--- config.mk ---
export PLATFORM = sky130hd
export DESIGN_NAME = smss_ctrl
export DESIGN_NICKNAME = d
export VERILOG_FILES = /design/src/design/smss_pkg.sv /design/src/design/smss_ctrl.sv
export VERILOG_INCLUDE_DIRS = /design/src /design/src/design
export SDC_FILE = /design/constraint.sdc
export NUM_CORES = 1
export LEC_CHECK = 0
export BUFFER_PORTS_ARGS = -buffer_cell sky130_fd_sc_hd__buf_4
export CAP_MARGIN = 30
export CELL_PAD_IN_SITES_DETAIL_PLACEMENT = 0
export CELL_PAD_IN_SITES_GLOBAL_PLACEMENT = 2
export CORE_MARGIN = 5
export CORE_UTILIZATION = 37
export DETAILED_ROUTE_END_ITERATION = 10
export PLACE_DENSITY = 0.85
export SYNTH_ARGS = -nofsm -noshare
export SYNTH_HDL_FRONTEND = slang
export SYNTH_SLANG_ARGS = --single-unit
export TNS_END_PERCENT = 30
--- constraint.sdc ---
create_clock -name clk_i -period 22.1 [get_ports clk_i]
set_input_delay 1.105 -clock clk_i [delete_from_list [all_inputs] [get_ports clk_i]]
set_output_delay 1.105 -clock clk_i [all_outputs]
set_load 0.01 [all_outputs]
--- src/design/sorted_matrix_staircase_search_macros.svh ---
// ----------------------------------------------------------------------------
// Sorted matrix staircase search - assertion macros
// Shared concurrent assertion shorthands, clocked on clk_i, off during reset.
// ----------------------------------------------------------------------------
`ifndef SORTED_MATRIX_STAIRCASE_SEARCH_MACROS_SVH
`define SORTED_MATRIX_STAIRCASE_SEARCH_MACROS_SVH

// Same-cycle implication
`define SMSS_ASSERT_IMP(lbl, ante, cons, msg) \
  lbl: assert property (@(posedge clk_i) disable iff (!rst_ni) (ante) |-> (cons)) \
    else $error(msg);

// Next-cycle implication
`define SMSS_ASSERT_NXT(lbl, ante, cons, msg) \
  lbl: assert property (@(posedge clk_i) disable iff (!rst_ni) (ante) |=> (cons)) \
    else $error(msg);

`endif

--- src/design/smss_pkg.sv ---
// ----------------------------------------------------------------------------
// smss_pkg
// Sizes, codes and shared types of the sorted matrix staircase search.
// ----------------------------------------------------------------------------
`timescale 1ns / 1ps

package smss_pkg;

  // Matrix geometry and element width
  localparam int unsigned MAX_ROWS   = 256;
  localparam int unsigned MAX_COLS   = 256;
  localparam int unsigned DATA_WIDTH = 32;

  // Index widths (at least one bit even for a single row or column)
  localparam int unsigned ROW_AW = (MAX_ROWS > 1) ? $clog2(MAX_ROWS) : 1;
  localparam int unsigned COL_AW = (MAX_COLS > 1) ? $clog2(MAX_COLS) : 1;
  localparam int unsigned ADDR_W = ROW_AW + COL_AW;
  // Counts 0..MAX inclusive
  localparam int unsigned ROW_DW = ROW_AW + 1;
  localparam int unsigned COL_DW = COL_AW + 1;
  // Signed column position: holds -1 and gallop overshoot down to -2*MAX_COLS
  localparam int unsigned COL_SW = COL_AW + 2;

  localparam logic signed [COL_SW-1:0] SCOL_ONE = COL_SW'(1);

  // Request codes
  localparam logic REQ_WRITE  = 1'b0;
  localparam logic REQ_SEARCH = 1'b1;

  // Configuration register indexes
  localparam logic CFG_ROWS_USED = 1'b0;
  localparam logic CFG_COLS_USED = 1'b1;

  // Search sequencer states
  typedef enum logic [2:0] {
    ST_IDLE,
    ST_CORNER,
    ST_GALLOP,
    ST_BIN,
    ST_DONE
  } smss_state_e;

  // Element memory ports
  typedef struct packed {
    logic                  en;
    logic [ADDR_W-1:0]     addr;
    logic [DATA_WIDTH-1:0] data;
  } smss_wr_t;

  typedef struct packed {
    logic              en;
    logic [ADDR_W-1:0] addr;
  } smss_rd_t;

endpackage

--- src/design/smss_ctrl.sv ---
// ----------------------------------------------------------------------------
// smss_ctrl
// Transaction front end and search sequencer: corner probe, gallop, binary
// search per row, result register.
// ----------------------------------------------------------------------------
`timescale 1ns / 1ps

module smss_ctrl (
  input  logic                            clk_i,
  input  logic                            rst_ni,
  // request channel
  input  logic                            in_valid_i,
  output logic                            in_ready_o,
  input  logic                            req_type_i,
  input  logic [7:0]                      row_index_i,
  input  logic [7:0]                      col_index_i,
  input  logic signed [31:0]              item_value_i,
  // result channel
  output logic                            out_valid_o,
  input  logic                            out_ready_i,
  output logic                            found_o,
  // clamped matrix size
  input  logic [smss_pkg::ROW_DW-1:0]     m_i,
  input  logic [smss_pkg::COL_DW-1:0]     n_i,
  // element memory
  output smss_pkg::smss_wr_t              wr_o,
  output smss_pkg::smss_rd_t              rd_o,
  input  logic [smss_pkg::DATA_WIDTH-1:0] rd_data_i
);
  import smss_pkg::*;

  smss_state_e state_q, state_d;

  logic [ROW_DW-1:0]            i_q, i_d;
  logic signed [COL_SW-1:0]     j_q, j_d;
  logic signed [COL_SW-1:0]     step_q, step_d;
  logic signed [COL_SW-1:0]     lo_q, lo_d;
  logic signed [COL_SW-1:0]     hi_q, hi_d;
  logic signed [COL_SW-1:0]     mid_q, mid_d;
  logic signed [DATA_WIDTH-1:0] target_q, target_d;
  logic                         res_q, res_d;
  logic                         out_valid_q, out_valid_d;
  logic                         found_q;

  logic                         in_fire;
  logic                         go_corner, go_gallop, go_bin, go_done;
  logic                         out_load;
  logic [ROW_AW-1:0]            rd_row;
  logic [COL_AW-1:0]            rd_col;

  logic signed [63:0]           item_ext;
  logic [DATA_WIDTH-1:0]        item_val;
  logic signed [DATA_WIDTH-1:0] elem;
  logic                         elem_eq, elem_lt;
  logic [15:0]                  wr_row, wr_col;

  // Value normalization: sign-extend, keep the low DATA_WIDTH bits
  assign item_ext = 64'(item_value_i);
  assign item_val = item_ext[DATA_WIDTH-1:0];

  assign elem    = $signed(rd_data_i);
  assign elem_eq = (elem == target_q);
  assign elem_lt = (elem < target_q);

  assign in_fire = in_valid_i && in_ready_o;

  assign wr_row = 16'(row_index_i);
  assign wr_col = 16'(col_index_i);

  // Search datapath: probe decisions and next index values
  always_comb begin
    logic [ROW_DW-1:0]        ii;
    logic signed [COL_SW-1:0] jj, st, jm, lo_n, hi_n, mid_n;
    logic                     do_top, do_end, do_bin;

    i_d      = i_q;
    j_d      = j_q;
    step_d   = step_q;
    lo_d     = lo_q;
    hi_d     = hi_q;
    mid_d    = mid_q;
    target_d = target_q;
    res_d    = res_q;

    go_corner = 1'b0;
    go_gallop = 1'b0;
    go_bin    = 1'b0;
    go_done   = 1'b0;
    rd_row    = i_q[ROW_AW-1:0];
    rd_col    = j_q[COL_AW-1:0];

    ii     = i_q;
    jj     = j_q;
    st     = step_q;
    jm     = j_q;
    lo_n   = lo_q;
    hi_n   = hi_q;
    mid_n  = mid_q;
    do_top = 1'b0;
    do_end = 1'b0;
    do_bin = 1'b0;

    unique case (state_q)
      ST_IDLE: begin
        if (in_fire && (req_type_i == REQ_SEARCH)) begin
          target_d = $signed(item_val);
          ii       = '0;
          jj       = $signed({1'b0, n_i}) - SCOL_ONE;
          do_top   = 1'b1;
        end
      end
      ST_CORNER: begin
        if (elem_eq) begin
          res_d   = 1'b1;
          go_done = 1'b1;
        end else if (elem_lt) begin
          ii     = i_q + ROW_DW'(1);
          jj     = j_q;
          do_top = 1'b1;
        end else begin
          // Start the gallop one column to the left
          jm = j_q - SCOL_ONE;
          if (!jm[COL_SW-1]) begin
            step_d    = SCOL_ONE;
            go_gallop = 1'b1;
            rd_col    = jm[COL_AW-1:0];
          end else begin
            st     = SCOL_ONE;
            do_end = 1'b1;
          end
        end
      end
      ST_GALLOP: begin
        if (!elem_lt && !elem_eq) begin
          st = step_q <<< 1;
          jm = j_q - st;
          if (!jm[COL_SW-1]) begin
            step_d    = st;
            go_gallop = 1'b1;
            rd_col    = jm[COL_AW-1:0];
          end else begin
            do_end = 1'b1;
          end
        end else begin
          st     = step_q;
          do_end = 1'b1;
        end
      end
      ST_BIN: begin
        if (elem_eq) begin
          res_d   = 1'b1;
          go_done = 1'b1;
        end else begin
          if (elem_lt) begin
            lo_n = mid_q + SCOL_ONE;
            hi_n = hi_q;
          end else begin
            lo_n = lo_q;
            hi_n = mid_q - SCOL_ONE;
          end
          if (lo_n <= hi_n) begin
            do_bin = 1'b1;
          end else begin
            // Miss: next row, resume at the last column below the target
            ii     = i_q + ROW_DW'(1);
            jj     = hi_n;
            do_top = 1'b1;
          end
        end
      end
      ST_DONE: begin
      end
      default: begin
      end
    endcase

    // Gallop finished: bracket the span [max(j-step,0), j-step/2]
    if (do_end) begin
      jm     = j_q - st;
      lo_n   = jm[COL_SW-1] ? '0 : jm;
      hi_n   = j_q - (st >>> 1);
      do_bin = 1'b1;
    end

    // Binary search probe at the span middle
    if (do_bin) begin
      mid_n  = lo_n + ((hi_n - lo_n) >>> 1);
      lo_d   = lo_n;
      hi_d   = hi_n;
      mid_d  = mid_n;
      go_bin = 1'b1;
      rd_col = mid_n[COL_AW-1:0];
    end

    // Staircase step: probe (ii, jj) if still inside the used part
    if (do_top) begin
      i_d = ii;
      j_d = jj;
      if ((ii < m_i) && !jj[COL_SW-1]) begin
        go_corner = 1'b1;
        rd_row    = ii[ROW_AW-1:0];
        rd_col    = jj[COL_AW-1:0];
      end else begin
        res_d   = 1'b0;
        go_done = 1'b1;
      end
    end
  end

  // Next state
  always_comb begin
    state_d = state_q;
    unique case (state_q)
      ST_IDLE, ST_CORNER, ST_GALLOP, ST_BIN: begin
        priority if (go_done) begin
          state_d = ST_DONE;
        end else if (go_corner) begin
          state_d = ST_CORNER;
        end else if (go_gallop) begin
          state_d = ST_GALLOP;
        end else if (go_bin) begin
          state_d = ST_BIN;
        end
      end
      ST_DONE: begin
        if (out_load) begin
          state_d = ST_IDLE;
        end
      end
      default: state_d = ST_IDLE;
    endcase
  end

  // Outputs: handshakes and memory requests
  always_comb begin
    in_ready_o = (state_q == ST_IDLE);
    out_load   = (state_q == ST_DONE) && (!out_valid_q || out_ready_i);

    rd_o.en   = go_corner || go_gallop || go_bin;
    rd_o.addr = {rd_row, rd_col};

    wr_o.en   = in_fire && (req_type_i == REQ_WRITE) &&
                (wr_row < 16'(MAX_ROWS)) && (wr_col < 16'(MAX_COLS));
    wr_o.addr = {wr_row[ROW_AW-1:0], wr_col[COL_AW-1:0]};
    wr_o.data = item_val;

    out_valid_d = out_valid_q;
    if (out_load) begin
      out_valid_d = 1'b1;
    end else if (out_ready_i) begin
      out_valid_d = 1'b0;
    end
  end

  // Control state
  always_ff @(posedge clk_i or negedge rst_ni) begin
    if (!rst_ni) begin
      state_q     <= ST_IDLE;
      out_valid_q <= 1'b0;
    end else begin
      state_q     <= state_d;
      out_valid_q <= out_valid_d;
    end
  end

  // Search registers and result payload
  always_ff @(posedge clk_i) begin
    i_q      <= i_d;
    j_q      <= j_d;
    step_q   <= step_d;
    lo_q     <= lo_d;
    hi_q     <= hi_d;
    mid_q    <= mid_d;
    target_q <= target_d;
    res_q    <= res_d;
    if (out_load) begin
      found_q <= res_q;
    end
  end

  assign out_valid_o = out_valid_q;
  assign found_o     = found_q;

`include "sorted_matrix_staircase_search_macros.svh"

  // Every issued read leads into a probe state
  `SMSS_ASSERT_NXT(a_probe_read, rd_o.en, state_q == ST_CORNER || state_q == ST_GALLOP || state_q == ST_BIN, "read issued without probe state")
  // Probes stay inside the used rows
  `SMSS_ASSERT_IMP(a_row_bound, state_q == ST_CORNER || state_q == ST_GALLOP || state_q == ST_BIN, i_q < m_i, "probe row out of range")
  // Gallop probe column is never left of column zero
  `SMSS_ASSERT_IMP(a_gallop_col, state_q == ST_GALLOP, (j_q - step_q) >= 0, "gallop column negative")
  // Binary search only runs on a nonempty span
  `SMSS_ASSERT_IMP(a_bin_span, state_q == ST_BIN, lo_q <= hi_q && lo_q <= mid_q && mid_q <= hi_q, "binary span broken")

endmodule
* Word-level counts from Yosys, hierarchy flattened
Cells that the tools add are included.
W data, S select, Z words.
** Storage, ports and cells
- Bits in registers :: 97
- Bits of input ports :: 103
- Word-level logic and storage cells :: 154
** Cells by class
- Add/subtract/negate cells :: 10
- $lt $le $gt $ge :: 5
- Equal/unequal tests :: 15
- Mux-type cells :: 86
- Bitwise operators :: 1
- Reduce and logical (&&, ||, !) cells :: 25
** Operators with widths (count)
- $mux W10 :: 24
- $mux W8 :: 10
- $pmux W10 S2 :: 3
- $mux W9 :: 6
- $eq A32 B32 Y1 :: 1
- $lt A32 B32 Y1 :: 1
- $mux W1 :: 32
- $sub A10 B10 Y10 :: 3
- $pmux W9 S3 :: 1
- $sub A10 B2 Y10 const B :: 2
- $lt A8 B9 Y1 const B :: 2
- $ne A2 B2 Y1 const B :: 8
- $pmux W8 S2 :: 1
- $mux W3 :: 5
- $add A10 B2 Y10 const B :: 1
- $add A10 B9 Y10 :: 1
- $le A10 B10 Y1 :: 1
- $sub A10 B9 Y10 :: 1
- $sub A9 B1 Y10 const B :: 1
- $add A9 B1 Y9 const B :: 1
- $lt A9 B9 Y1 :: 1
- $logic_and A1 B1 Y1 :: 8
- $eq A3 B2 Y1 const B :: 2
- $pmux W3 S2 :: 1
- 16 further kinds :: 25

* Longest topological paths before layout
- Depth after elaboration :: 15
- Mapped depth :: 41
- Gate-level depth less buffers :: 36

* Least setup slack after synthesis
Ideal clock, no wire load.
- Path type :: input -> output
- Start :: in rd_data_i[31] (netlist name)
- End :: out rd_o[7] (netlist name)
- Arrival :: 8.747 ns
- Required time :: 20.995 ns
- Path slack :: 12.248 ns
- Stages on the path :: 36
- Buffers on the path :: 3
- Cell sequence :: ha_1 -> nand4_2 -> or4_4 -> a31oi_1 -> o21ba_2 -> buf_2 -> buf_1 -> buf_1 -> and2_1 -> o211ai_1 -> a22o_1 -> inv_1 -> ha_1 -> nor2b_1 -> o21ai_0 -> a21oi_1 -> o21ai_0 -> a211oi_1 -> or2_2 -> a221o_1 -> nand2_1 -> inv_1 -> o22ai_1 -> nand2b_1 -> fa_1 -> maj3_1 -> a21oi_1 -> o21ai_0 -> a32oi_1 -> ha_1 -> inv_1 -> o21bai_1 -> a21oi_1 -> o31ai_2 -> xor2_1 -> o221a_1
** RTL lines
- start: declaration :: RTL line smss_ctrl.sv:28 : input logic [smss_pkg::DATA_WIDTH-1:0] rd_data_i
- end: declaration :: RTL line smss_ctrl.sv:27 : output smss_pkg::smss_rd_t rd_o,

==> summary.md <==
| Metric | Value |
|---|---|
| Status | `finished, final reports clean` |
| Seq/Total Area, Yosys | `0.321` |
| Skew-Pair Late Insertion Delay | `approximately 0.36 ns` |
| Core Region | `about 24000 um2` |
| Number of nets in the layout | `approximately 1300` |
| Die area | `approximately 27000 um2` |
| Vias | `roughly 7500` |
| Antenna Cells | `0` |
| Gate Count Post-Synth | `slightly below 1000` |
| Syn-to-layout area delta | `15.2%` |
| CTS Hold Bufs | `0` |
| Postcts setup bufs | `0` |
| Post-synth EDFFs | `92` |
| Die Wd | `about 170 um` |
| CTS buffer count | `9` |
| Worst slew margin | `0.347` |
| Top cell type's share of synthesized area | `0.307` |
| Synth Register Bits | `97` |
| CP bufs+invs | `4` |
| WS Path Type | `primary input to output port` |
| RePlAce Congestion | `a little under 0.9` |
| Largest net degree at the start of global routing | `49` |
| Fin cells | `approximately 1400` |
| Crit path max-delay cell type | `o21ba_2` |
| Post_cts resized | `0` |
| PortBufs | `139` |
| TritonCTS clock tree | `yes` |
| Setup TNS | `0 ns` |
| Top FF cell, synth | `edfxtp_1` |
| Antenna Nets Post-Route | `0` |
| Worst hold path class | `flop to flop` |
| Total Wirelength | `between 20 and 30 mm` |
| WL/cell | `around 18 um` |
| # fillers | `2446` |
| Worst Path Arrival | `roughly 10 ns` |
| Worst hold path cell count | `0` |
| Vias in the first global route | `about 7300` |
| Multi-input combinational cell area | `roughly 5200 um2` |
| Synth area leader | `edfxtp_1` |
| Die Y | `around 170 um` |
| Detailed Place HPWL | `21.0 mm` |
| Register-to-Register Path Depth | `34` |
| CTS root buf | `clkbuf_16` |
| Unique masters post-synth | `84` |
| GRT Overall Usage | `0.184` |
| Crit end category | `output port` |
| Initial core utilization | `0.373` |
| Storage cell area | `about 2900 um2` |
| Async SR Flop Fraction | `0.0412` |
| Dpl ws | `approximately 11 ns` |
| Worst path depth | `34` |
| Share of cells above drive strength 1 | `0.188` |
| Hold Violations, Final | `0` |
| Critical Path RT | `between 20 and 25 ns` |
| CP max stage delay | `about 0.8 ns` |
| GRT overflow | `0` |
| DR vias/cell | `5.31` |
| Clk pin slew, worst setup/hold paths | `~0.080 ns` |
| Min Tclk post-route | `roughly 11 ns` |
| DRC Markers | `0` |
| Final period utilization | `0.507` |
| Final WS setup | `approximately 11 ns` |
| CP max FO | `48` |
| Peak Freq | `0.0893 GHz` |
| CP top delay family | `compound AO/OA/AOI/OAI gates` |
| Syn avg cell area | `~9.1 um2` |
| Syn_nets | `1195` |
| # IOs | `172` |
| Cell area after synthesis | `8980 um2` |
| Dpl cells | `1392` |
| Antenna violations before repair | `0` |
| First-pass GRT wire length | `40.6 mm` |
| Area after DPL | `10100 um2` |
| Final Max Tran Viols | `0` |
| Router iterations before antenna repair | `6` |
| Area contributors post-synth | `edfxtp_1 31%, ha_1 13%, inv_1 4.3%, buf_4 4.0%, a21oi_1 3.7%` |
| Synth warnings | `0` |
| Unrepaired setup endpoints after global routing | `no` |
| # rows | `57` |
| Startpoint Class | `primary input` |
| Clk_skew | `between 0.01 and 0.015 ns` |
| Worst Tran Pin Value | `between 0.9 and 1 ns` |
| Initial DRC count | `around 530` |
| Max-cap viol count | `0` |
| Design Area, Final | `between 10000 and 15000 um2` |
| H-tree Lvls | `3` |
| CTS max path bufs | `2` |
| CTS Sinks | `between 90 and 100` |
| Final setup violation count | `0` |
## per-layer routing
metal  share of wire  GRT usage
met1            0.45      0.253
met2            0.47      0.298
met3           0.063     0.0395
met4           0.019     0.0430
met5               0          0
## flip-flops by register name (all words and copies together), names as in the netlist
name         flops
found_o          1
hi_q            10
i_q              9
j_q             10
lo_q            10
mid_q           10
out_valid_o      1
res_q            1
state_q          3
step_q          10
target_q        32
## cells in the final DEF, fill, tap and decap left out, drive strengths merged, types with 6 or more instances in the layout
master | synthesis | layout
buf | 59 | 152
inv | 103 | 107
ha | 96 | 96
edfxtp | 92 | 92
nand2 | 78 | 78
a21oi | 67 | 67
nor2 | 60 | 60
o21ai | 47 | 47
xnor2 | 32 | 32
xor2 | 24 | 24
nand3 | 23 | 23
nor3 | 22 | 22
mux2i | 21 | 21
o21a | 18 | 18
nand4 | 14 | 14
and3 | 13 | 13
a211oi | 12 | 12
a21o | 12 | 12
nand2b | 12 | 12
mux2 | 12 | 12
nor2b | 11 | 11
clkbuf | 16 | 9
o211ai | 8 | 8
a31oi | 8 | 8
and2 | 8 | 8
or3 | 7 | 7
a22oi | 6 | 6
nor4 | 6 | 6
## metrics by stage
stage | util | hold slack, ns
after global placement | 0.417 | 0.423
final | 0.429 | 0.436
after global routing | 0.429 | 0.456
after detailed placement | 0.417 | 0.420
after floorplan | - | 0.409
after CTS | 0.429 | 0.440
## synthesized netlist by cell type, types with 6 or more instances
cell type	number
and2_1	8
nand2b_1	12
xnor2_1	32
nand3_1	23
a21oi_1	66
inv_1	102
clkbuf_1	16
or3_1	7
nor2_1	60
buf_2	6
ha_1	96
buf_4	48
a21o_1	12
a22oi_1	6
a31oi_1	8
nand4_1	13
a211oi_1	12
nor2b_1	11
o21ai_0	44
nor3_1	22
and3_1	12
nand2_1	77
xor2_1	24
mux2i_1	21
mux2_2	12
edfxtp_1	92
o21a_1	18
o211ai_1	8
## cell families (layout without fill, tap and decap cells)
family / Yosys count / after routing / synth area share
compound gates: 250 / 250 / 0.189
buf+inv: 179 / 272 / 0.0965
xor+xnor: 57 / 57 / 0.0571
fa+ha+maj: 102 / 102 / 0.146
simple gates: 273 / 273 / 0.152
flops: 97 / 97 / 0.321
mux: 33 / 33 / 0.0384
## worst paths after layout
check                               to     startpoint  slack (ns)
setup / recovery               rd_o[5]  rd_data_i[31]       10.90
hold / removal                 found_o          res_q        0.44
setup reg to reg              mid_q[9]   target_q[31]       12.89
max in group asynchronous   state_q[1]         rst_ni       21.48
min in group asynchronous  out_valid_o         rst_ni        0.52
hold reg to reg                found_o          res_q        0.44
## area by class of cell
class / instances / share of cell area
flip-flops and latches: 97 / 0.279
inverters: 104 / 0.0377
clock buffers: 9 / 0.0218
multi-input cells: 715 / 0.506
clock inverters: 7 / 0.00677
well taps: 324 / 0.0392
repair buffers: 152 / 0.110
Power is left out: the tool's default activity adds up to more than one toggle a clock period on the data nets, which glitch-free logic cannot reach.
